`src/hw/rtl/dle_sfr_pkg.sv`:
```
// Shared types, constants and CRC helper for the DLE/STX frame receiver.
package dle_sfr_pkg;

  localparam logic [7:0]  DLE_BYTE = 8'h90;
  localparam logic [7:0]  STX_BYTE = 8'h02;
  localparam logic [15:0] CRC_POLY = 16'h1021;
  localparam logic [7:0]  ZERO_BYTE = 8'h00;

  typedef enum logic [3:0] {
    PH_HUNT_DLE = 4'd0,
    PH_HUNT_STX = 4'd1,
    PH_OPCODE   = 4'd2,
    PH_LEN      = 4'd3,
    PH_DATA     = 4'd4,
    PH_CRC_LO   = 4'd5,
    PH_CRC_HI   = 4'd6,
    PH_ESC_OP   = 4'd7,
    PH_ESC_LEN  = 4'd8,
    PH_ESC_DATA = 4'd9,
    PH_ESC_CLO  = 4'd10,
    PH_ESC_CHI  = 4'd11
  } phase_t;

  typedef enum logic [1:0] {
    KIND_PAYLOAD  = 2'd0,
    KIND_FRAME_OK = 2'd1,
    KIND_CRC_BAD  = 2'd2,
    KIND_ESC_ERR  = 2'd3
  } kind_t;

  // Shift one byte into the CRC, MSB first.
  function automatic logic [15:0] crc_feed_byte(logic [15:0] crc, logic [7:0] b);
    logic [15:0] c;
    logic        carry;
    c = crc;
    for (int i = 7; i >= 0; i--) begin
      carry = c[15];
      c = {c[14:0], b[i]};
      if (carry) begin
        c = c ^ CRC_POLY;
      end
    end
    return c;
  endfunction

endpackage

```
`src/hw/rtl/dle_sfr_byte_if.sv`:
```
// Input channel carrying one stuffed serial byte per item.
interface dle_sfr_byte_if;
  logic       valid;
  logic       ready;
  logic [7:0] rx_byte;

  modport source (output valid, output rx_byte, input ready);
  modport sink   (input valid, input rx_byte, output ready);
endinterface

```
`src/hw/rtl/dle_sfr_result_if.sv`:
```
// Result channel carrying one payload byte or frame verdict per item.
interface dle_sfr_result_if;
  logic                 valid;
  logic                 ready;
  dle_sfr_pkg::kind_t   kind;
  logic [7:0]           frame_opcode;
  logic [7:0]           word_count;
  logic [8:0]           byte_index;
  logic [7:0]           payload_byte;
  logic [15:0]          received_crc;
  logic [15:0]          computed_crc;
  logic [31:0]          comm_error;

  modport source (output valid, output kind, output frame_opcode, output word_count,
                  output byte_index, output payload_byte, output received_crc,
                  output computed_crc, output comm_error, input ready);
  modport sink   (input valid, input kind, input frame_opcode, input word_count,
                  input byte_index, input payload_byte, input received_crc,
                  input computed_crc, input comm_error, output ready);
endinterface

```
`src/hw/rtl/dle_stuffed_frame_receiver_unit.sv`:
```
// DLE/STX byte-stuffed frame receiver with CRC-CCITT check.
//
// in_ch takes one received serial byte per item, still stuffed. The block
// hunts for DLE STX, then parses opcode, length in words, payload and a
// little-endian CRC, undoing DLE doubling on the way. out_ch gives one item
// per payload byte, one at each frame end (CRC ok or mismatch, with the
// first four payload bytes) and one for an invalid byte after DLE; bytes
// that only move the parser give no item.
// An accepted byte lands in an input register; its result is then registered
// in the output register, from which out_ch takes it. One byte per cycle is
// sustained while out_ch does not stall; the CRC update folds a whole
// two-byte word into the accumulator at once.
// Reset (rst_n low, synchronous) empties both registers, clears the frame
// state and puts the parser back to hunting for DLE.
// When out_ch stalls, the pending result and the input register's byte hold;
// in_ch.ready stays high only while the input register is empty or can move.
module dle_stuffed_frame_receiver_unit (
  input  logic                    clk,
  input  logic                    rst_n,
  dle_sfr_byte_if.sink            in_ch,
  dle_sfr_result_if.source        out_ch
);

  logic                in_vld_r;
  logic [7:0]          in_byte_r;
  logic                advance;

  dle_sfr_pkg::phase_t phase_r, phase_nxt;
  logic [7:0]          opcode_r, opcode_nxt;
  logic [7:0]          length_r, length_nxt;
  logic [8:0]          byte_cnt_r, byte_cnt_nxt;
  logic [7:0]          pend_r, pend_nxt;
  logic [15:0]         crc_acc_r, crc_acc_nxt;
  logic [15:0]         crc_rx_r, crc_rx_nxt;
  logic [31:0]         err_word_r, err_word_nxt;

  logic                out_vld_r;
  dle_sfr_pkg::kind_t  out_kind_r, res_kind;
  logic [7:0]          out_op_r, out_len_r;
  logic [8:0]          out_idx_r, res_idx;
  logic [7:0]          out_pb_r, res_pb;
  logic [15:0]         out_rcrc_r, res_rcrc;
  logic [15:0]         out_ccrc_r, res_ccrc;
  logic [31:0]         out_err_r, res_err;
  logic                res_vld;

  logic                is_dle, is_stx, esc, esc_lit;
  logic [7:0]          d;
  logic [8:0]          cnt_inc;
  logic                data_end;
  logic [15:0]         crc_final;

  assign advance     = in_vld_r && (!out_vld_r || out_ch.ready);
  assign in_ch.ready = !in_vld_r || advance;

  assign is_dle   = (in_byte_r == dle_sfr_pkg::DLE_BYTE);
  assign is_stx   = (in_byte_r == dle_sfr_pkg::STX_BYTE);
  assign esc      = (phase_r == dle_sfr_pkg::PH_ESC_OP)   || (phase_r == dle_sfr_pkg::PH_ESC_LEN) ||
                    (phase_r == dle_sfr_pkg::PH_ESC_DATA) || (phase_r == dle_sfr_pkg::PH_ESC_CLO) ||
                    (phase_r == dle_sfr_pkg::PH_ESC_CHI);
  assign esc_lit  = esc && is_dle;
  assign d        = esc ? dle_sfr_pkg::DLE_BYTE : in_byte_r;
  assign cnt_inc  = byte_cnt_r + 9'd1;
  assign data_end = (cnt_inc == {length_r, 1'b0});
  assign crc_final = dle_sfr_pkg::crc_feed_byte(
                       dle_sfr_pkg::crc_feed_byte(crc_acc_r, dle_sfr_pkg::ZERO_BYTE),
                       dle_sfr_pkg::ZERO_BYTE);

  // Next parse phase.
  always_comb begin
    phase_nxt = dle_sfr_pkg::PH_HUNT_DLE;
    unique case (phase_r)
      dle_sfr_pkg::PH_HUNT_DLE: begin
        phase_nxt = is_dle ? dle_sfr_pkg::PH_HUNT_STX : dle_sfr_pkg::PH_HUNT_DLE;
      end
      dle_sfr_pkg::PH_HUNT_STX: begin
        phase_nxt = is_stx ? dle_sfr_pkg::PH_OPCODE : dle_sfr_pkg::PH_HUNT_DLE;
      end
      dle_sfr_pkg::PH_OPCODE: begin
        phase_nxt = is_dle ? dle_sfr_pkg::PH_ESC_OP : dle_sfr_pkg::PH_LEN;
      end
      dle_sfr_pkg::PH_LEN: begin
        if (is_dle) phase_nxt = dle_sfr_pkg::PH_ESC_LEN;
        else if (in_byte_r == dle_sfr_pkg::ZERO_BYTE) phase_nxt = dle_sfr_pkg::PH_CRC_LO;
        else phase_nxt = dle_sfr_pkg::PH_DATA;
      end
      dle_sfr_pkg::PH_DATA: begin
        if (is_dle) phase_nxt = dle_sfr_pkg::PH_ESC_DATA;
        else phase_nxt = data_end ? dle_sfr_pkg::PH_CRC_LO : dle_sfr_pkg::PH_DATA;
      end
      dle_sfr_pkg::PH_CRC_LO: begin
        phase_nxt = is_dle ? dle_sfr_pkg::PH_ESC_CLO : dle_sfr_pkg::PH_CRC_HI;
      end
      dle_sfr_pkg::PH_CRC_HI: begin
        phase_nxt = is_dle ? dle_sfr_pkg::PH_ESC_CHI : dle_sfr_pkg::PH_HUNT_DLE;
      end
      dle_sfr_pkg::PH_ESC_OP, dle_sfr_pkg::PH_ESC_LEN, dle_sfr_pkg::PH_ESC_DATA,
      dle_sfr_pkg::PH_ESC_CLO, dle_sfr_pkg::PH_ESC_CHI: begin
        if (is_stx) phase_nxt = dle_sfr_pkg::PH_OPCODE;
        else if (!is_dle) phase_nxt = dle_sfr_pkg::PH_HUNT_DLE;
        else begin
          unique case (phase_r)
            dle_sfr_pkg::PH_ESC_OP:   phase_nxt = dle_sfr_pkg::PH_LEN;
            dle_sfr_pkg::PH_ESC_LEN:  phase_nxt = dle_sfr_pkg::PH_DATA;
            dle_sfr_pkg::PH_ESC_DATA: begin
              phase_nxt = data_end ? dle_sfr_pkg::PH_CRC_LO : dle_sfr_pkg::PH_DATA;
            end
            dle_sfr_pkg::PH_ESC_CLO:  phase_nxt = dle_sfr_pkg::PH_CRC_HI;
            default:                  phase_nxt = dle_sfr_pkg::PH_HUNT_DLE;
          endcase
        end
      end
      default: phase_nxt = dle_sfr_pkg::PH_HUNT_DLE;
    endcase
  end

  // Frame state updates and result fields.
  always_comb begin
    opcode_nxt   = opcode_r;
    length_nxt   = length_r;
    byte_cnt_nxt = byte_cnt_r;
    pend_nxt     = pend_r;
    crc_acc_nxt  = crc_acc_r;
    crc_rx_nxt   = crc_rx_r;
    err_word_nxt = err_word_r;
    res_vld      = 1'b0;
    res_kind     = dle_sfr_pkg::KIND_PAYLOAD;
    res_idx      = '0;
    res_pb       = '0;
    res_rcrc     = '0;
    res_ccrc     = '0;
    res_err      = '0;

    if (((phase_r == dle_sfr_pkg::PH_HUNT_STX) || esc) && is_stx) begin
      opcode_nxt   = '0;
      length_nxt   = '0;
      byte_cnt_nxt = '0;
      pend_nxt     = '0;
      crc_acc_nxt  = '0;
      crc_rx_nxt   = '0;
      err_word_nxt = '0;
    end else if (esc && !is_dle) begin
      res_vld  = 1'b1;
      res_kind = dle_sfr_pkg::KIND_ESC_ERR;
    end else if (((phase_r == dle_sfr_pkg::PH_OPCODE) && !is_dle) ||
                 ((phase_r == dle_sfr_pkg::PH_ESC_OP) && esc_lit)) begin
      opcode_nxt = d;
    end else if (((phase_r == dle_sfr_pkg::PH_LEN) && !is_dle) ||
                 ((phase_r == dle_sfr_pkg::PH_ESC_LEN) && esc_lit)) begin
      length_nxt  = d;
      crc_acc_nxt = dle_sfr_pkg::crc_feed_byte(dle_sfr_pkg::crc_feed_byte(crc_acc_r, d),
                                               opcode_r);
    end else if (((phase_r == dle_sfr_pkg::PH_DATA) && !is_dle) ||
                 ((phase_r == dle_sfr_pkg::PH_ESC_DATA) && esc_lit)) begin
      if (byte_cnt_r[8:2] == '0) begin
        unique case (byte_cnt_r[1:0])
          2'd0:    err_word_nxt = err_word_r | {24'd0, d};
          2'd1:    err_word_nxt = err_word_r | {16'd0, d, 8'd0};
          2'd2:    err_word_nxt = err_word_r | {8'd0, d, 16'd0};
          default: err_word_nxt = err_word_r | {d, 24'd0};
        endcase
      end
      if (byte_cnt_r[0]) begin
        crc_acc_nxt = dle_sfr_pkg::crc_feed_byte(dle_sfr_pkg::crc_feed_byte(crc_acc_r, d),
                                                 pend_r);
      end else begin
        pend_nxt = d;
      end
      byte_cnt_nxt = cnt_inc;
      res_vld      = 1'b1;
      res_kind     = dle_sfr_pkg::KIND_PAYLOAD;
      res_idx      = byte_cnt_r;
      res_pb       = d;
    end else if (((phase_r == dle_sfr_pkg::PH_CRC_LO) && !is_dle) ||
                 ((phase_r == dle_sfr_pkg::PH_ESC_CLO) && esc_lit)) begin
      crc_rx_nxt = {8'd0, d};
    end else if (((phase_r == dle_sfr_pkg::PH_CRC_HI) && !is_dle) ||
                 ((phase_r == dle_sfr_pkg::PH_ESC_CHI) && esc_lit)) begin
      crc_rx_nxt  = {d, crc_rx_r[7:0]};
      crc_acc_nxt = crc_final;
      res_vld     = 1'b1;
      res_kind    = (crc_final == {d, crc_rx_r[7:0]}) ? dle_sfr_pkg::KIND_FRAME_OK
                                                      : dle_sfr_pkg::KIND_CRC_BAD;
      res_rcrc    = {d, crc_rx_r[7:0]};
      res_ccrc    = crc_final;
      res_err     = err_word_r;
    end
  end

  always_ff @(posedge clk) begin
    if (!rst_n) begin
      in_vld_r   <= 1'b0;
      out_vld_r  <= 1'b0;
      phase_r    <= dle_sfr_pkg::PH_HUNT_DLE;
      opcode_r   <= '0;
      length_r   <= '0;
      byte_cnt_r <= '0;
      pend_r     <= '0;
      crc_acc_r  <= '0;
      crc_rx_r   <= '0;
      err_word_r <= '0;
    end else begin
      if (in_ch.valid && in_ch.ready) begin
        in_vld_r <= 1'b1;
      end else if (advance) begin
        in_vld_r <= 1'b0;
      end
      if (advance) begin
        out_vld_r  <= res_vld;
        phase_r    <= phase_nxt;
        opcode_r   <= opcode_nxt;
        length_r   <= length_nxt;
        byte_cnt_r <= byte_cnt_nxt;
        pend_r     <= pend_nxt;
        crc_acc_r  <= crc_acc_nxt;
        crc_rx_r   <= crc_rx_nxt;
        err_word_r <= err_word_nxt;
      end else if (out_ch.ready) begin
        out_vld_r <= 1'b0;
      end
    end
  end

  always_ff @(posedge clk) begin
    if (in_ch.valid && in_ch.ready) begin
      in_byte_r <= in_ch.rx_byte;
    end
    if (advance && res_vld) begin
      out_kind_r <= res_kind;
      out_op_r   <= opcode_r;
      out_len_r  <= length_r;
      out_idx_r  <= res_idx;
      out_pb_r   <= res_pb;
      out_rcrc_r <= res_rcrc;
      out_ccrc_r <= res_ccrc;
      out_err_r  <= res_err;
    end
  end

  assign out_ch.valid        = out_vld_r;
  assign out_ch.kind         = out_kind_r;
  assign out_ch.frame_opcode = out_op_r;
  assign out_ch.word_count   = out_len_r;
  assign out_ch.byte_index   = out_idx_r;
  assign out_ch.payload_byte = out_pb_r;
  assign out_ch.received_crc = out_rcrc_r;
  assign out_ch.computed_crc = out_ccrc_r;
  assign out_ch.comm_error   = out_err_r;

  a_cnt_in_range: assert property (@(posedge clk) disable iff (!rst_n)
    ((phase_r == dle_sfr_pkg::PH_DATA) || (phase_r == dle_sfr_pkg::PH_ESC_DATA))
      |-> (byte_cnt_r < {length_r, 1'b0}))
    else $error("byte counter past frame length in data phase");

  a_finish_emits: assert property (@(posedge clk) disable iff (!rst_n)
    (advance && (phase_r == dle_sfr_pkg::PH_CRC_HI) && !is_dle) |=> out_vld_r)
    else $error("frame end did not produce a result");

  a_ok_matches: assert property (@(posedge clk) disable iff (!rst_n)
    (out_vld_r && (out_kind_r == dle_sfr_pkg::KIND_FRAME_OK)) |-> (out_rcrc_r == out_ccrc_r))
    else $error("frame ok reported with differing CRCs");

  a_hunt_silent: assert property (@(posedge clk) disable iff (!rst_n)
    (advance && ((phase_r == dle_sfr_pkg::PH_HUNT_DLE) || (phase_r == dle_sfr_pkg::PH_HUNT_STX)))
      |=> !out_vld_r)
    else $error("result produced while hunting for frame start");

endmodule

```
`src/flat_wrapper.sv`:
```
// flat-port wrapper written by rule: the top's interface ports become plain ports
module dle_stuffed_frame_receiver_unit_flat 
  (clk, rst_n, in_ch_valid, in_ch_rx_byte, in_ch_ready, out_ch_valid, out_ch_kind, out_ch_frame_opcode, out_ch_word_count, out_ch_byte_index, out_ch_payload_byte, out_ch_received_crc, out_ch_computed_crc, out_ch_comm_error, out_ch_ready);
  dle_sfr_byte_if in_ch_i ();
  dle_sfr_result_if out_ch_i ();
  input  logic clk;
  input  logic rst_n;
  input wire logic [$bits(in_ch_i.valid)-1:0] in_ch_valid;
  input wire logic [$bits(in_ch_i.rx_byte)-1:0] in_ch_rx_byte;
  output wire logic [$bits(in_ch_i.ready)-1:0] in_ch_ready;
  output wire logic [$bits(out_ch_i.valid)-1:0] out_ch_valid;
  output wire logic [$bits(out_ch_i.kind)-1:0] out_ch_kind;
  output wire logic [$bits(out_ch_i.frame_opcode)-1:0] out_ch_frame_opcode;
  output wire logic [$bits(out_ch_i.word_count)-1:0] out_ch_word_count;
  output wire logic [$bits(out_ch_i.byte_index)-1:0] out_ch_byte_index;
  output wire logic [$bits(out_ch_i.payload_byte)-1:0] out_ch_payload_byte;
  output wire logic [$bits(out_ch_i.received_crc)-1:0] out_ch_received_crc;
  output wire logic [$bits(out_ch_i.computed_crc)-1:0] out_ch_computed_crc;
  output wire logic [$bits(out_ch_i.comm_error)-1:0] out_ch_comm_error;
  input wire logic [$bits(out_ch_i.ready)-1:0] out_ch_ready;
  assign in_ch_i.valid = in_ch_valid;
  assign in_ch_i.rx_byte = in_ch_rx_byte;
  assign in_ch_ready = in_ch_i.ready;
  assign out_ch_valid = out_ch_i.valid;
  assign out_ch_kind = out_ch_i.kind;
  assign out_ch_frame_opcode = out_ch_i.frame_opcode;
  assign out_ch_word_count = out_ch_i.word_count;
  assign out_ch_byte_index = out_ch_i.byte_index;
  assign out_ch_payload_byte = out_ch_i.payload_byte;
  assign out_ch_received_crc = out_ch_i.received_crc;
  assign out_ch_computed_crc = out_ch_i.computed_crc;
  assign out_ch_comm_error = out_ch_i.comm_error;
  assign out_ch_i.ready = out_ch_ready;
  dle_stuffed_frame_receiver_unit u_core (.clk(clk), .rst_n(rst_n), .in_ch(in_ch_i), .out_ch(out_ch_i));
endmodule
```
`config.mk`:
```
export PLATFORM = sky130hd
export DESIGN_NAME = dle_stuffed_frame_receiver_unit_flat
export DESIGN_NICKNAME = d
export VERILOG_FILES = /design/src/hw/rtl/dle_sfr_pkg.sv /design/src/hw/rtl/dle_sfr_byte_if.sv /design/src/hw/rtl/dle_sfr_result_if.sv /design/src/hw/rtl/dle_stuffed_frame_receiver_unit.sv /design/src/flat_wrapper.sv
export SDC_FILE = /design/constraint.sdc
export NUM_CORES = 1
export LEC_CHECK = 0
export ABC_AREA = 1
export BUFFER_PORTS_ARGS = -buffer_cell sky130_fd_sc_hd__buf_2
export CAP_MARGIN = 30
export CORE_MARGIN = 2
export CORE_UTILIZATION = 63
export DETAILED_ROUTE_END_ITERATION = 12
export PLACE_DENSITY = 0.86
export SYNTH_ARGS = -nofsm -noshare
export SYNTH_HDL_FRONTEND = slang
export SYNTH_SLANG_ARGS = --single-unit
```
`constraint.sdc`:
```
create_clock -name clk -period 9.01 [get_ports clk]
set_input_delay 1.3515 -clock clk [delete_from_list [all_inputs] [get_ports clk]]
set_output_delay 1.3515 -clock clk [all_outputs]
set_load 0.005 [all_outputs]
```
* Yosys cells after proc, flatten, opt, wreduce, memory -nomap -nowiden
Cells that the tools add are included.
** Cells by class
- Add/sub/neg operators :: 1
- Eq/ne operators :: 24
- Muxes and demuxes :: 268
- Bitwise operators :: 53
- Reductions and logical operators :: 53
** Operators with widths (count)
- $mux W16 :: 158
- $mux W13 :: 47
- $mux W32 :: 6
- $mux W8 :: 20
- $not A3 Y3 :: 47
- $pmux W32 S3 :: 1
- $mux W9 :: 5
- $or A32 B16 Y32 :: 1
- $or A32 B24 Y32 :: 1
- $or A32 B32 Y32 :: 1
- $or A32 B8 Y32 :: 1
- $pmux W4 S8 :: 1
- $mux W4 :: 6
- $reduce_and A6 Y1 :: 4
- $eq A16 B16 Y1 :: 1
- $eq A4 B3 Y1 const B :: 4
- $eq A4 B4 Y1 const B :: 4
- $logic_and A1 B1 Y1 :: 16
- $mux W2 :: 8
- $pmux W4 S4 :: 1
- $mux W1 :: 14
- $reduce_bool A2 Y1 :: 7
- $logic_or A1 B1 Y1 :: 12
- $reduce_or A5 Y1 :: 2
- 23 further kinds :: 31
** Word-level totals
- Bits in registers :: 202
- Input port bits :: 12
- Output and inout bits :: 101

* Longest topological paths before layout
Gate-level depths: netlist (run 1).
- Depth after elaboration :: 134
- Mapped depth :: 19
- Mapped depth without buffers :: 18

* Worst setup path before layout (run 1)
Ideal clock, no wire load.
- Path type :: input-to-reg
- From :: input port out_ch_ready
- To :: register u_core.out_idx_r[0] (netlist: u_core.out_ch.byte_index[0]), enable pin
- Setup time :: 0.452 ns
- Arrival :: 4.108 ns
- Required time :: 8.558 ns
- Path slack :: 4.450 ns
- Stages on the path :: 7
- Buffers on the path :: 1
- Path through :: inv_1 nand2_1 nand2_1 inv_1 clkbuf_1 nand3_1 inv_1
** Between the ends
- Word-level cells in the longest chain between the ends :: 3
** Ends and longest elaborated chain
- start: declaration :: RTL line flat_wrapper.sv:20 : input wire logic [$bits(out_ch_i.ready)-1:0] out_ch_ready;
- $logic_or A1 B1 Y1 :: RTL line dle_stuffed_frame_receiver_unit.sv:53 : assign advance = in_vld_r && (!out_vld_r || out_ch.ready);
- $logic_and A1 B1 Y1 :: RTL line dle_stuffed_frame_receiver_unit.sv:53
- $logic_and A1 B1 Y1 :: RTL line dle_stuffed_frame_receiver_unit.sv:228 : if (advance && res_vld) begin
- end signal: assignment :: RTL line dle_stuffed_frame_receiver_unit.sv:232 : out_idx_r <= res_idx;
- end: declaration :: RTL line dle_stuffed_frame_receiver_unit.sv:40 : logic [8:0] out_idx_r, res_idx;
Every way passes these cells.
A chain may end at the register's enable or synchronous reset.

* Worst setup path in the final report (run 1)
- From :: input port out_ch_ready
- To :: register u_core.out_ccrc_r[0] (netlist: u_core.out_ch.computed_crc[0]), enable pin
** Between the ends
- Word-level cells in the longest chain between the ends :: 3
** Ends and longest elaborated chain
- $logic_or A1 B1 Y1 :: RTL line dle_stuffed_frame_receiver_unit.sv:53
- $logic_and A1 B1 Y1 :: RTL line dle_stuffed_frame_receiver_unit.sv:53
- $logic_and A1 B1 Y1 :: RTL line dle_stuffed_frame_receiver_unit.sv:228
- end signal: assignment :: RTL line dle_stuffed_frame_receiver_unit.sv:235 : out_ccrc_r <= res_ccrc;
- end: declaration :: RTL line dle_stuffed_frame_receiver_unit.sv:43 : logic [15:0] out_ccrc_r, res_ccrc;
Every way passes these cells.

==> metrics.txt, run 1 <==
outcome complete, no violations; Die H 125.0 µm; cell-internal power 1.475 mW; syn avg cell area 8.652 µm²; CP max FO 54; post-synthesis sequential area ratio 55.46%; Post-Syn Area 9223 µm²; Net Switching 386.8 µW; Finished Cell Area 10560 µm²; minimum clock period after layout 3.359 ns; NumNets Final 1190; Met2 Wirelength 11310 µm; clock sink total 202; CTS tree yes; WP depth 8; slew at the pin closest to its max-slew limit 0.8118 ns; largest net degree at the start of global routing 55; clk root buf clkbuf_16; Static Leak 4.565 nW; Crit Path Category in2reg; met3 WL 2005 µm; Worst Reg-to-Reg Cells 10; clk slew on worst S/H paths 0.06 ns; register share of total power 51.9%; wl on met1 9175 µm; Detailed Place HPWL 15890 µm; DRT antenna net count 0; post-CTS sizing 0; # setup viols final 0; WP data required 9.13 ns; Sw Share 20.78%; CTS Buffer Depth 3; Rel. slew slack 45.68%; initial drt markers 884; Hold Buf Count CTS 0; antenna violations before repair 0; core outline area 14420 µm²; Netlist cell types 45; Peak VDD IR 132.6 µV; total negative slack 0 ns; final WL 23640 µm; first drt pass iteration count 6; die width 125.0 µm; Hold Path Depth 0; post-DR wirelength/cell 17.23 µm; via count 7882; RSZ-0062 raised after global routing no; area delta synth->final 14.48%; CP startpoint kind input pin; Synth Instances 1066; Yosys reg bits 202; max frequency 0.2977 GHz; MaxCap Viol Count 0; GRT Overall Usage 29.49%; Largest delay share family, worst path buffers and inverters; GRT overflow 0; final non-filler cell total 1372; layout cell share with drive strength beyond 1 17.26%; first-pass GRT wire length 37060 µm; Initial Utilization 63.94%; CTS buffer count 21; Placed Instances 1335; clk_lat worst skew 0.50 ns; YS warnings 0; Final period util 37.28%; Buffers on Ports 112; Gate power share 2.7%; Syn Nets 1082; worst path buffer plus inverter count 5; Placed Area 9893 µm²; # rows 44; CP max stage delay 0.64 ns; crit-path cells buf_2, inv_1, nand2_1, nand2_1, inv_1, nand3_1, inv_4, buf_4; # diodes 0; worst clock skew 0.01131 ns; Post-CTS Setup Bufs 0; Clock power frac 45.4%; critical path's slowest cell buf_4; Crit. End Element flop; IO Pins 113; max-slew violations 0; PwrDens 176.3 nW/µm²; highest routed layer met4; Vias/cell 5.745; DRC errors left 0; Fin. Hold Viols 0; vias in the first global route 7445; DIE AREA 15620 µm²; gpl congestion 0.9773; H-tree Lvls 1; crit path DAT 3.48 ns; Min-Delay Path Class reg2reg
-- cell families after synthesis --
family / after synthesis / share of synthesized area (%)
AOI/OAI and AO/OA: 171 / 10.89
xor gates and xnor gates: 22 / 2.089
adders and majority gates: 4 / 0.5427
buffers and inverters: 168 / 7.353
DFF: 202 / 55.46
and+or+nand+nor: 499 / 23.66
-- Yosys cell counts (all sizes together) --
library cell | instances | area share, %
a211oi | 10 | 0.87
a21oi | 91 | 5.3
a31oi | 5 | 0.34
a41oi | 1 | 0.18
buf | 16 | 1.1
clkbuf | 13 | 0.56
clkinv | 1 | 0.054
dfxtp | 95 | 21
edfxtp | 107 | 35
ha | 4 | 0.54
inv | 138 | 5.7
nand2 | 252 | 11
nand3 | 66 | 3.6
nand3b | 2 | 0.16
nand4 | 9 | 0.68
nor2 | 163 | 7.3
nor3 | 6 | 0.50
o211ai | 5 | 0.46
o21ai | 56 | 3.4
o31ai | 2 | 0.16
o41ai | 1 | 0.18
or2 | 1 | 0.068
xnor2 | 4 | 0.38
xor2 | 18 | 1.7
-- stage by stage --
| stage | utilization, % | hold WS, ns | power [mW] | worst slack, ns |
|---|---|---|---|---|
| 6_report | 73.20 | 0.4293 | 1.862 | 5.651 |
| 5_1_grt | 73.20 | 0.4405 | 1.901 | 5.366 |
| 4_1_cts | 73.20 | 0.4285 | 1.861 | 5.642 |
| 3_5_place_dp | 68.59 | 0.4140 | 1.033 | 5.132 |
| 3_3_place_gp | 68.45 | 0.4153 | 1.032 | 5.226 |
| 2_1_floorplan | - | 0.4082 | 1.012 | 4.450 |
-- registers in the layout, indices dropped and copies added, names as in the netlist, 9 cells and up --
register                    cells
u_core.out_ch.comm_error       32
u_core.out_ch.computed_crc     16
u_core.err_word_r              32
u_core.out_ch.received_crc     16
u_core.crc_acc_r               16
u_core.out_ch.byte_index        9
u_core.byte_cnt_r               9
-- worst register-to-register path, stage by stage (launching register included) --
cell and delay, ns:
edfxtp_1 0.39, inv_1 0.09, nand4_1 0.16, nor2_4 0.33
nand2_1 0.19, o21ai_2 0.27, nor2_1 0.11, nand2_1 0.09
nand3_1 0.14, inv_4 0.46, buf_4 0.64
-- power groups by stage --
| stage | combinational, mW | clock (mW) | sequential (mW) |
|---|---|---|---|
| after detailed placement | 0.0473 | 0 | 0.985 |
| after global routing | 0.0530 | 0.883 | 0.965 |
| after CTS | 0.0478 | 0.848 | 0.965 |
| after floorplan | 0.0275 | 0 | 0.985 |
| final | 0.0502 | 0.846 | 0.965 |
| after global placement | 0.0467 | 0 | 0.985 |
-- layer usage --
| metal | vias to the layer above | GRT usage (%) |
|---|---|---|
| li1 | 3700 | - |
| met4 | 0 | 16.47 |
| met3 | 102 | 5.648 |
| met1 | 3668 | 37.02 |
| met5 | - | 0 |
| met2 | 412 | 48.31 |
-- worst paths after layout --
path | startpoint | endpoint | slack, ns
worst max-delay path | out_ch_ready | u_core.out_ch.computed_crc[0]$_SDFFCE_PP0P_ | 5.65
worst min-delay path | u_core.length_r[2]$_SDFFE_PN0P_ | u_core.out_ch.word_count[2]$_DFFE_PP_ | 0.43
worst max register to register | u_core.in_byte_r[5]$_DFFE_PP_ | u_core.out_ch.computed_crc[0]$_SDFFCE_PP0P_ | 5.71
worst min register to register | u_core.length_r[2]$_SDFFE_PN0P_ | u_core.out_ch.word_count[2]$_DFFE_PP_ | 0.43
-- cells in the final DEF, fill, tap and decap left out, types with 21 or more instances in the layout --
master	count
nand2_1	233
nor2_1	154
inv_1	125
buf_2	112
edfxtp_1	107
dfxtp_1	95
a21oi_1	83
nand3_1	65
o21ai_0	44
clkbuf_16	21
-- final cells by class --
| cell class | count | area (µm²) |
|---|---|---|
| tap | 184 | 230.2 |
| timing repair buffer | 114 | 588.1 |
| multi-input combinational | 696 | 3430 |
| clock inverter | 8 | 88.84 |
| clock buffer | 29 | 575.6 |
| sequential | 202 | 5115 |
| inverter | 139 | 530.5 |
| fill | 1057 | 3866 |
Power figures use the tool's default switching activity.
==> run 2: changes to the inputs <==
CORE_UTILIZATION = 58   (was 63)
PLACE_DENSITY = 0.8   (was 0.86)
clock period = 3.3 ns   (was 9.01 ns; I/O delays follow)
==> run 2 against run 1 <==
  * Worst hold slack worse by 0.25 ns
  * Sequential share of layout area is 0.50 points lower
  * Sequential cell count stayed put
  * Critical endpoint is now u_core.out_ch.computed_crc[2]$_SDFFCE_PP0P_
  * Highest routed layer unchanged
==> metrics.txt, run 2 (synthesis results as in run 1) <==
CP max FO 49 (-9.3%); DRC errors left 0 (unchanged); DIE AREA 16930 µm² (+8.3%); initial drt markers 741 (-16%); GRT overflow 0 (unchanged); final WL 23300 µm (-1.4%); IO Pins 113 (unchanged); Final period util 82.22%; Min-Delay Path Class in2reg; via count 7666 (-2.7%); Fin. Hold Viols 0 (unchanged); layout cell share with drive strength beyond 1 18.11% (+0.86 points); H-tree Lvls 1 (unchanged); GRT Overall Usage 27.73% (-1.8 points); Detailed Place HPWL 16430 µm (+3.4%); Rel. slew slack 56.13% (+10 points); CP max stage delay 0.49 ns (-0.15 ns); Buffers on Ports 112 (unchanged); CTS buffer count 21 (unchanged); PwrDens 471.0 nW/µm² (+170%); post-place setup slack 0.6320 ns (-4.500 ns); critical path's slowest cell dfxtp_1; Peak VDD IR 358.1 µV (+170%); clk_lat worst skew 0.49 ns (about the same); Worst Slack Setup Final 0.5867 ns (-5.065 ns); worst clock skew 0.01172 ns (+0.0004086 ns); vias in the first global route 7150 (-4.0%); most frequent cells in the layout 233 x nand2_1, 154 x nor2_1, 125 x inv_1; # setup viols final 0 (unchanged); RSZ-0062 raised after global routing no; Final Util 67.89% (-5.3 points); clock sink total 202 (unchanged); NumNets Final 1200 (+0.84%); max-slew violations 0 (unchanged); antenna violations before repair 0 (unchanged); # diodes 0 (unchanged); Tot Pwr 5.024 mW (+170%); crit-path cells nand4_1, nand2_1, nand2_1, o21ai_2, nor2_1, nand2_1, nand3_1, clkinvlp_4, buf_12; Placed Area 10020 µm² (+1.3%); Filler Cell Count 1248 (+18%); WP data required 3.46 ns (-5.67 ns); core outline area 15710 µm² (+8.9%); minimum clock period after layout 2.713 ns; DRT antenna net count 0 (unchanged); first-pass GRT wire length 36360 µm (-1.9%); clk root buf clkbuf_16; Post-CTS Setup Bufs 0 (unchanged); Crit Path Category reg2reg; CP startpoint kind flop; CTS tree yes; total negative slack 0 ns (unchanged); Vias/cell 5.421 (-5.6%); area delta synth->final 15.67%; first drt pass iteration count 5 (-1); Die H 130.1 µm (+4.1%); most frequent CP cell nand2_1; Static Leak 4.598 nW (+0.73%); MaxCap Viol Count 0 (unchanged); clk slew on worst S/H paths 0.06 ns (about the same); Initial Utilization 58.70% (-5.2 points); CTS Buffer Depth 3 (unchanged); # rows 46 (+4.5%); gpl congestion 0.9586 (-1.9%); post-CTS sizing 0 (unchanged); max frequency 0.3685 GHz; post-DR wirelength/cell 16.48 µm (-4.4%); commonest non-fill, non-tap cell in the layout nand2_1; crit path DAT 2.88 ns (-0.60 ns); Finished Cell Area 10670 µm² (+1.0%); Crit. End Element flop; Hold Buf Count CTS 0 (unchanged); slew at the pin closest to its max-slew limit 0.6557 ns (-0.1561 ns); die width 130.1 µm (+4.1%); outcome complete, no violations; largest net degree at the start of global routing 50 (-9.1%)
run 2: routing by layer:
layer | vias up | GRT usage (%) | part of all wire [%]
met5 | - | 0 | 0
met4 | 0 | 12.52 | 4.0
met3 | 69 | 4.510 | 7.0
met2 | 299 | 44.78 | 47
met1 | 3588 | 37.08 | 42
li1 | 3710 | - | -
run 2: worst paths after layout:
check / startpoint / to / slack [ns] / cells after the start
max reg2reg: u_core.phase_r[2]$_SDFFE_PN0P_ / u_core.out_ch.computed_crc[2]$_SDFFCE_PP0P_ / 0.59 / 9
max: u_core.phase_r[2]$_SDFFE_PN0P_ / u_core.out_ch.computed_crc[2]$_SDFFCE_PP0P_ / 0.59 / 9
min: in_ch_rx_byte[4] / u_core.in_byte_r[4]$_DFFE_PP_ / 0.18 / 1
min reg2reg: u_core.length_r[0]$_SDFFE_PN0P_ / u_core.out_ch.word_count[0]$_DFFE_PP_ / 0.44 / 0
run 2: stage by stage:
step	std cells	hold WS, ns
global route	1414	0.1717
CTS	1414	0.1710
detailed placement	1377	0.4223
finish	1414	0.1830
floorplan	1066	0.4082
global placement	1377	0.4249
run 2: area by class of cell:
type | instances | area [µm²] | area share (%)
flip-flops and latches | 202 | 5115 | 47.95
multi-input cells | 696 | 3430 | 32.15
clock buffers | 29 | 575.6 | 5.395
repair buffers | 124 | 675.6 | 6.334
clock inverters | 8 | 70.07 | 0.6568
inverters | 139 | 531.8 | 4.985
well taps | 216 | 270.3 | 2.533
run 2: power by group:
| group | internal (mW) | switching (mW) | total (mW) |
|---|---|---|---|
| Clock | 1.30 | 0.944 | 2.25 |
| Sequential | 2.63 | 0.00536 | 2.64 |
| Combinational | 0.0294 | 0.113 | 0.142 |
run 2: critical path, delay by kind of cell, from the launching register on:
family          cells  cell delay, ns
simple gates        6            0.95
buf+inv             2            0.65
flops               1            0.49
compound gates      1            0.24
==> run 3: changes to the inputs <==
clock period = 2.5 ns   (was 3.3 ns; I/O delays follow)
==> run 3 against run 2 <==
  * Critical endpoint is now u_core.out_ch.computed_crc[11]$_SDFFCE_PP0P_
  * Largest cell class unchanged
  * Critical path type unchanged
  * Critical path depth increased by 3
  * Sequential cell count unchanged
  * Count of clock-buffer cells in the layout increased by 1
  * Sequential share of layout area decreased by 2.1 points
  * Total power increased by 36%
  * Die area unchanged
==> metrics.txt, run 3 (synthesis results as in run 1) <==
outcome complete, no violations; layout cell share with drive strength beyond 1 22.31% (+4.2 points); slew at the pin closest to its max-slew limit 0.6088 ns (-0.04685 ns); first drt pass iteration count 5 (unchanged); clk root buf clkbuf_16; Crit. End Element flop; Clock power frac 45.8% (+1.1 points); RSZ-0062 raised after global routing no; DRC errors left 0 (unchanged); Finished Cell Area 11170 µm² (+4.7%); Die H 130.1 µm (unchanged); WP data required 2.73 ns (-0.73 ns); hold_ws 0.04201 ns (-0.1410 ns); Final Util 71.09% (+3.2 points); minimum clock period after layout 2.335 ns (-0.3787 ns); MaxCap Viol Count 0 (unchanged); Fin. Hold Viols 0 (unchanged); reg-to-reg critical path endpoint u_core.out_ch.computed_crc[11]$_SDFFCE_PP0P_; reg-to-reg startpoint u_core.in_byte_r[5]$_DFFE_PP_; min-delay src in_ch_rx_byte[4]; NumNets Final 1247 (+3.9%); Sw Share 20.91% (-0.24 points); vias in the first global route 7093 (-0.80%); initial drt markers 704 (-5.0%); register share of total power 51.1% (-1.4 points); Crit Path Category reg2reg; Placed Area 10380 µm² (+3.6%); commonest non-fill, non-tap cell in the layout nand2_1; final non-filler cell total 1462 (+3.4%); Vias/cell 5.394 (-0.51%); # setup viols final 0 (unchanged); CP max FO 51 (+4.1%); CTS Buffer Depth 3 (unchanged); core outline area 15710 µm² (unchanged); crit path DAT 2.56 ns (-0.32 ns); most frequent cells in the layout 231 x nand2_1, 152 x nor2_1, 123 x inv_1; clk slew on worst S/H paths 0.06 ns (about the same); WHS Endpoint u_core.in_byte_r[4]$_DFFE_PP_; Rel. slew slack 59.35% (+3.2 points); clk_lat worst skew 0.51 ns (+0.02 ns); via count 7886 (+2.9%); post-DR wirelength/cell 15.94 µm (-3.3%); Detailed Place HPWL 16760 µm (+2.1%); cell-internal power 5.387 mW (+36%); GRT overflow 0 (unchanged); Peak VDD IR 607.5 µV (+70%); reg-to-reg slack, setup 0.17 ns (-0.42 ns); worst clock skew 0.02456 ns (+0.01284 ns); gpl congestion 0.9523 (-0.66%); largest net degree at the start of global routing 53 (+6.0%); CTS tree yes; Hold Path Depth 1 (unchanged); die width 130.1 µm (unchanged); Worst Reg-to-Reg Cells 12 (+3); IO Pins 113 (unchanged); Hold Buf Count CTS 0 (unchanged); Tot Pwr 6.811 mW (+36%); Final period util 93.39% (+11 points); CP startpoint kind flop; Gate power share 3.2% (+0.4 points); Static Leak 4.852 nW (+5.5%); total negative slack 0 ns (unchanged); Worst Slack Setup Final 0.1653 ns (-0.4213 ns); H-tree Lvls 1 (unchanged); final WL 23310 µm (about the same); post-place setup slack 0.06606 ns (-0.5659 ns); max frequency 0.4283 GHz (+16%); Placed Instances 1417 (+2.9%); clock sink total 202 (unchanged); Min-Delay Path Class in2reg; # rows 46 (unchanged); # diodes 0 (unchanged); antenna violations before repair 0 (unchanged); DIE AREA 16930 µm² (unchanged); first-pass GRT wire length 35800 µm (-1.5%); PwrDens 609.8 nW/µm² (+29%); GRT Overall Usage 27.41% (-0.33 points); Initial Utilization 58.70% (unchanged); DRT antenna net count 0 (unchanged); CTS buffer count 21 (unchanged); area delta synth->final 21.12%; Net Switching 1.424 mW (+34%); max-slew violations 0 (unchanged); Buffers on Ports 112 (unchanged); Filler Cell Count 1191 (-4.6%)
-- run 3: cell count changes in the layout (fill, tap and decap cells not counted), sizes merged --
| cell | delta |
|---|---|
| clkinv | -1 |
| clkinvlp | +1 |
| bufinv | +1 |
| buf | +47 |
| clkbuf | +1 |
| inv | -1 |
-- run 3: timing repair --
item	4_1_cts	5_1_grt
resized for setup	0	9
setup buffers	0	7
endpoints found under the setup margin	0	108
-- run 3: area by class of cell --
cell class | instances | area [µm²] | share of cell area, %
sequential | 202 | 5116 | 45.80
multi-input combinational | 696 | 3505 | 31.37
timing repair buffer | 171 | 1054 | 9.431
clock buffer | 30 | 589.3 | 5.276
inverter | 139 | 534.3 | 4.783
tap | 216 | 270.3 | 2.419
clock inverter | 8 | 102.6 | 0.9185
-- run 3: power by group through the flow --
stage	clock [mW]	combinational, mW	sequential, mW
finish	3.12	0.216	3.48
global route	3.26	0.228	3.48
CTS	3.14	0.208	3.48
detailed placement	0	0.207	3.55
global placement	0	0.206	3.55
floorplan	0	0.102	3.55
-- run 3: worst max path at each step --
stage                                                  from                                            to  slack, ns  depth (start not counted)
after floorplan               u_core.in_byte_r[1]$_DFFE_PP_     u_core.out_ch.byte_index[0]$_SDFFCE_PP0P_      -0.66                         10
after global placement    u_core.crc_acc_r[14]$_SDFFE_PN0P_           u_core.out_ch.kind[1]$_SDFFCE_PP0P_       0.10                         14
after detailed placement      u_core.in_byte_r[3]$_DFFE_PP_  u_core.out_ch.computed_crc[11]$_SDFFCE_PP0P_       0.07                         10
after CTS                     u_core.in_byte_r[3]$_DFFE_PP_  u_core.out_ch.computed_crc[11]$_SDFFCE_PP0P_       0.04                         10
after global routing          u_core.in_byte_r[6]$_DFFE_PP_              u_core.crc_acc_r[6]$_SDFFE_PN0P_      0.002                         13
final                         u_core.in_byte_r[5]$_DFFE_PP_  u_core.out_ch.computed_crc[11]$_SDFFCE_PP0P_       0.17                         12
-- run 3: layer usage --
| metal | vias to the layer above | wire length, µm | GRT usage [%] | part of all wire [%] |
|---|---|---|---|---|
| li1 | 3808 | - | - | - |
| met3 | 67 | 1614 | 3.895 | 6.9 |
| met2 | 314 | 10710 | 43.58 | 46 |
| met4 | 0 | 920 | 11.07 | 3.9 |
| met5 | - | 0 | 0 | 0 |
| met1 | 3697 | 10060 | 38.17 | 43 |
-- run 3: critical path, cell delays in order (launching register included) --
cell and delay [ns]:
edfxtp_1 0.39, inv_1 0.08, nand4_1 0.15, nor2_4 0.22, buf_12 0.14, inv_4 0.05, nand2_4 0.09, nand2_8 0.09
nor2_4 0.10, nand2_1 0.08, nand3_2 0.11, clkinvlp_4 0.24, buf_12 0.27
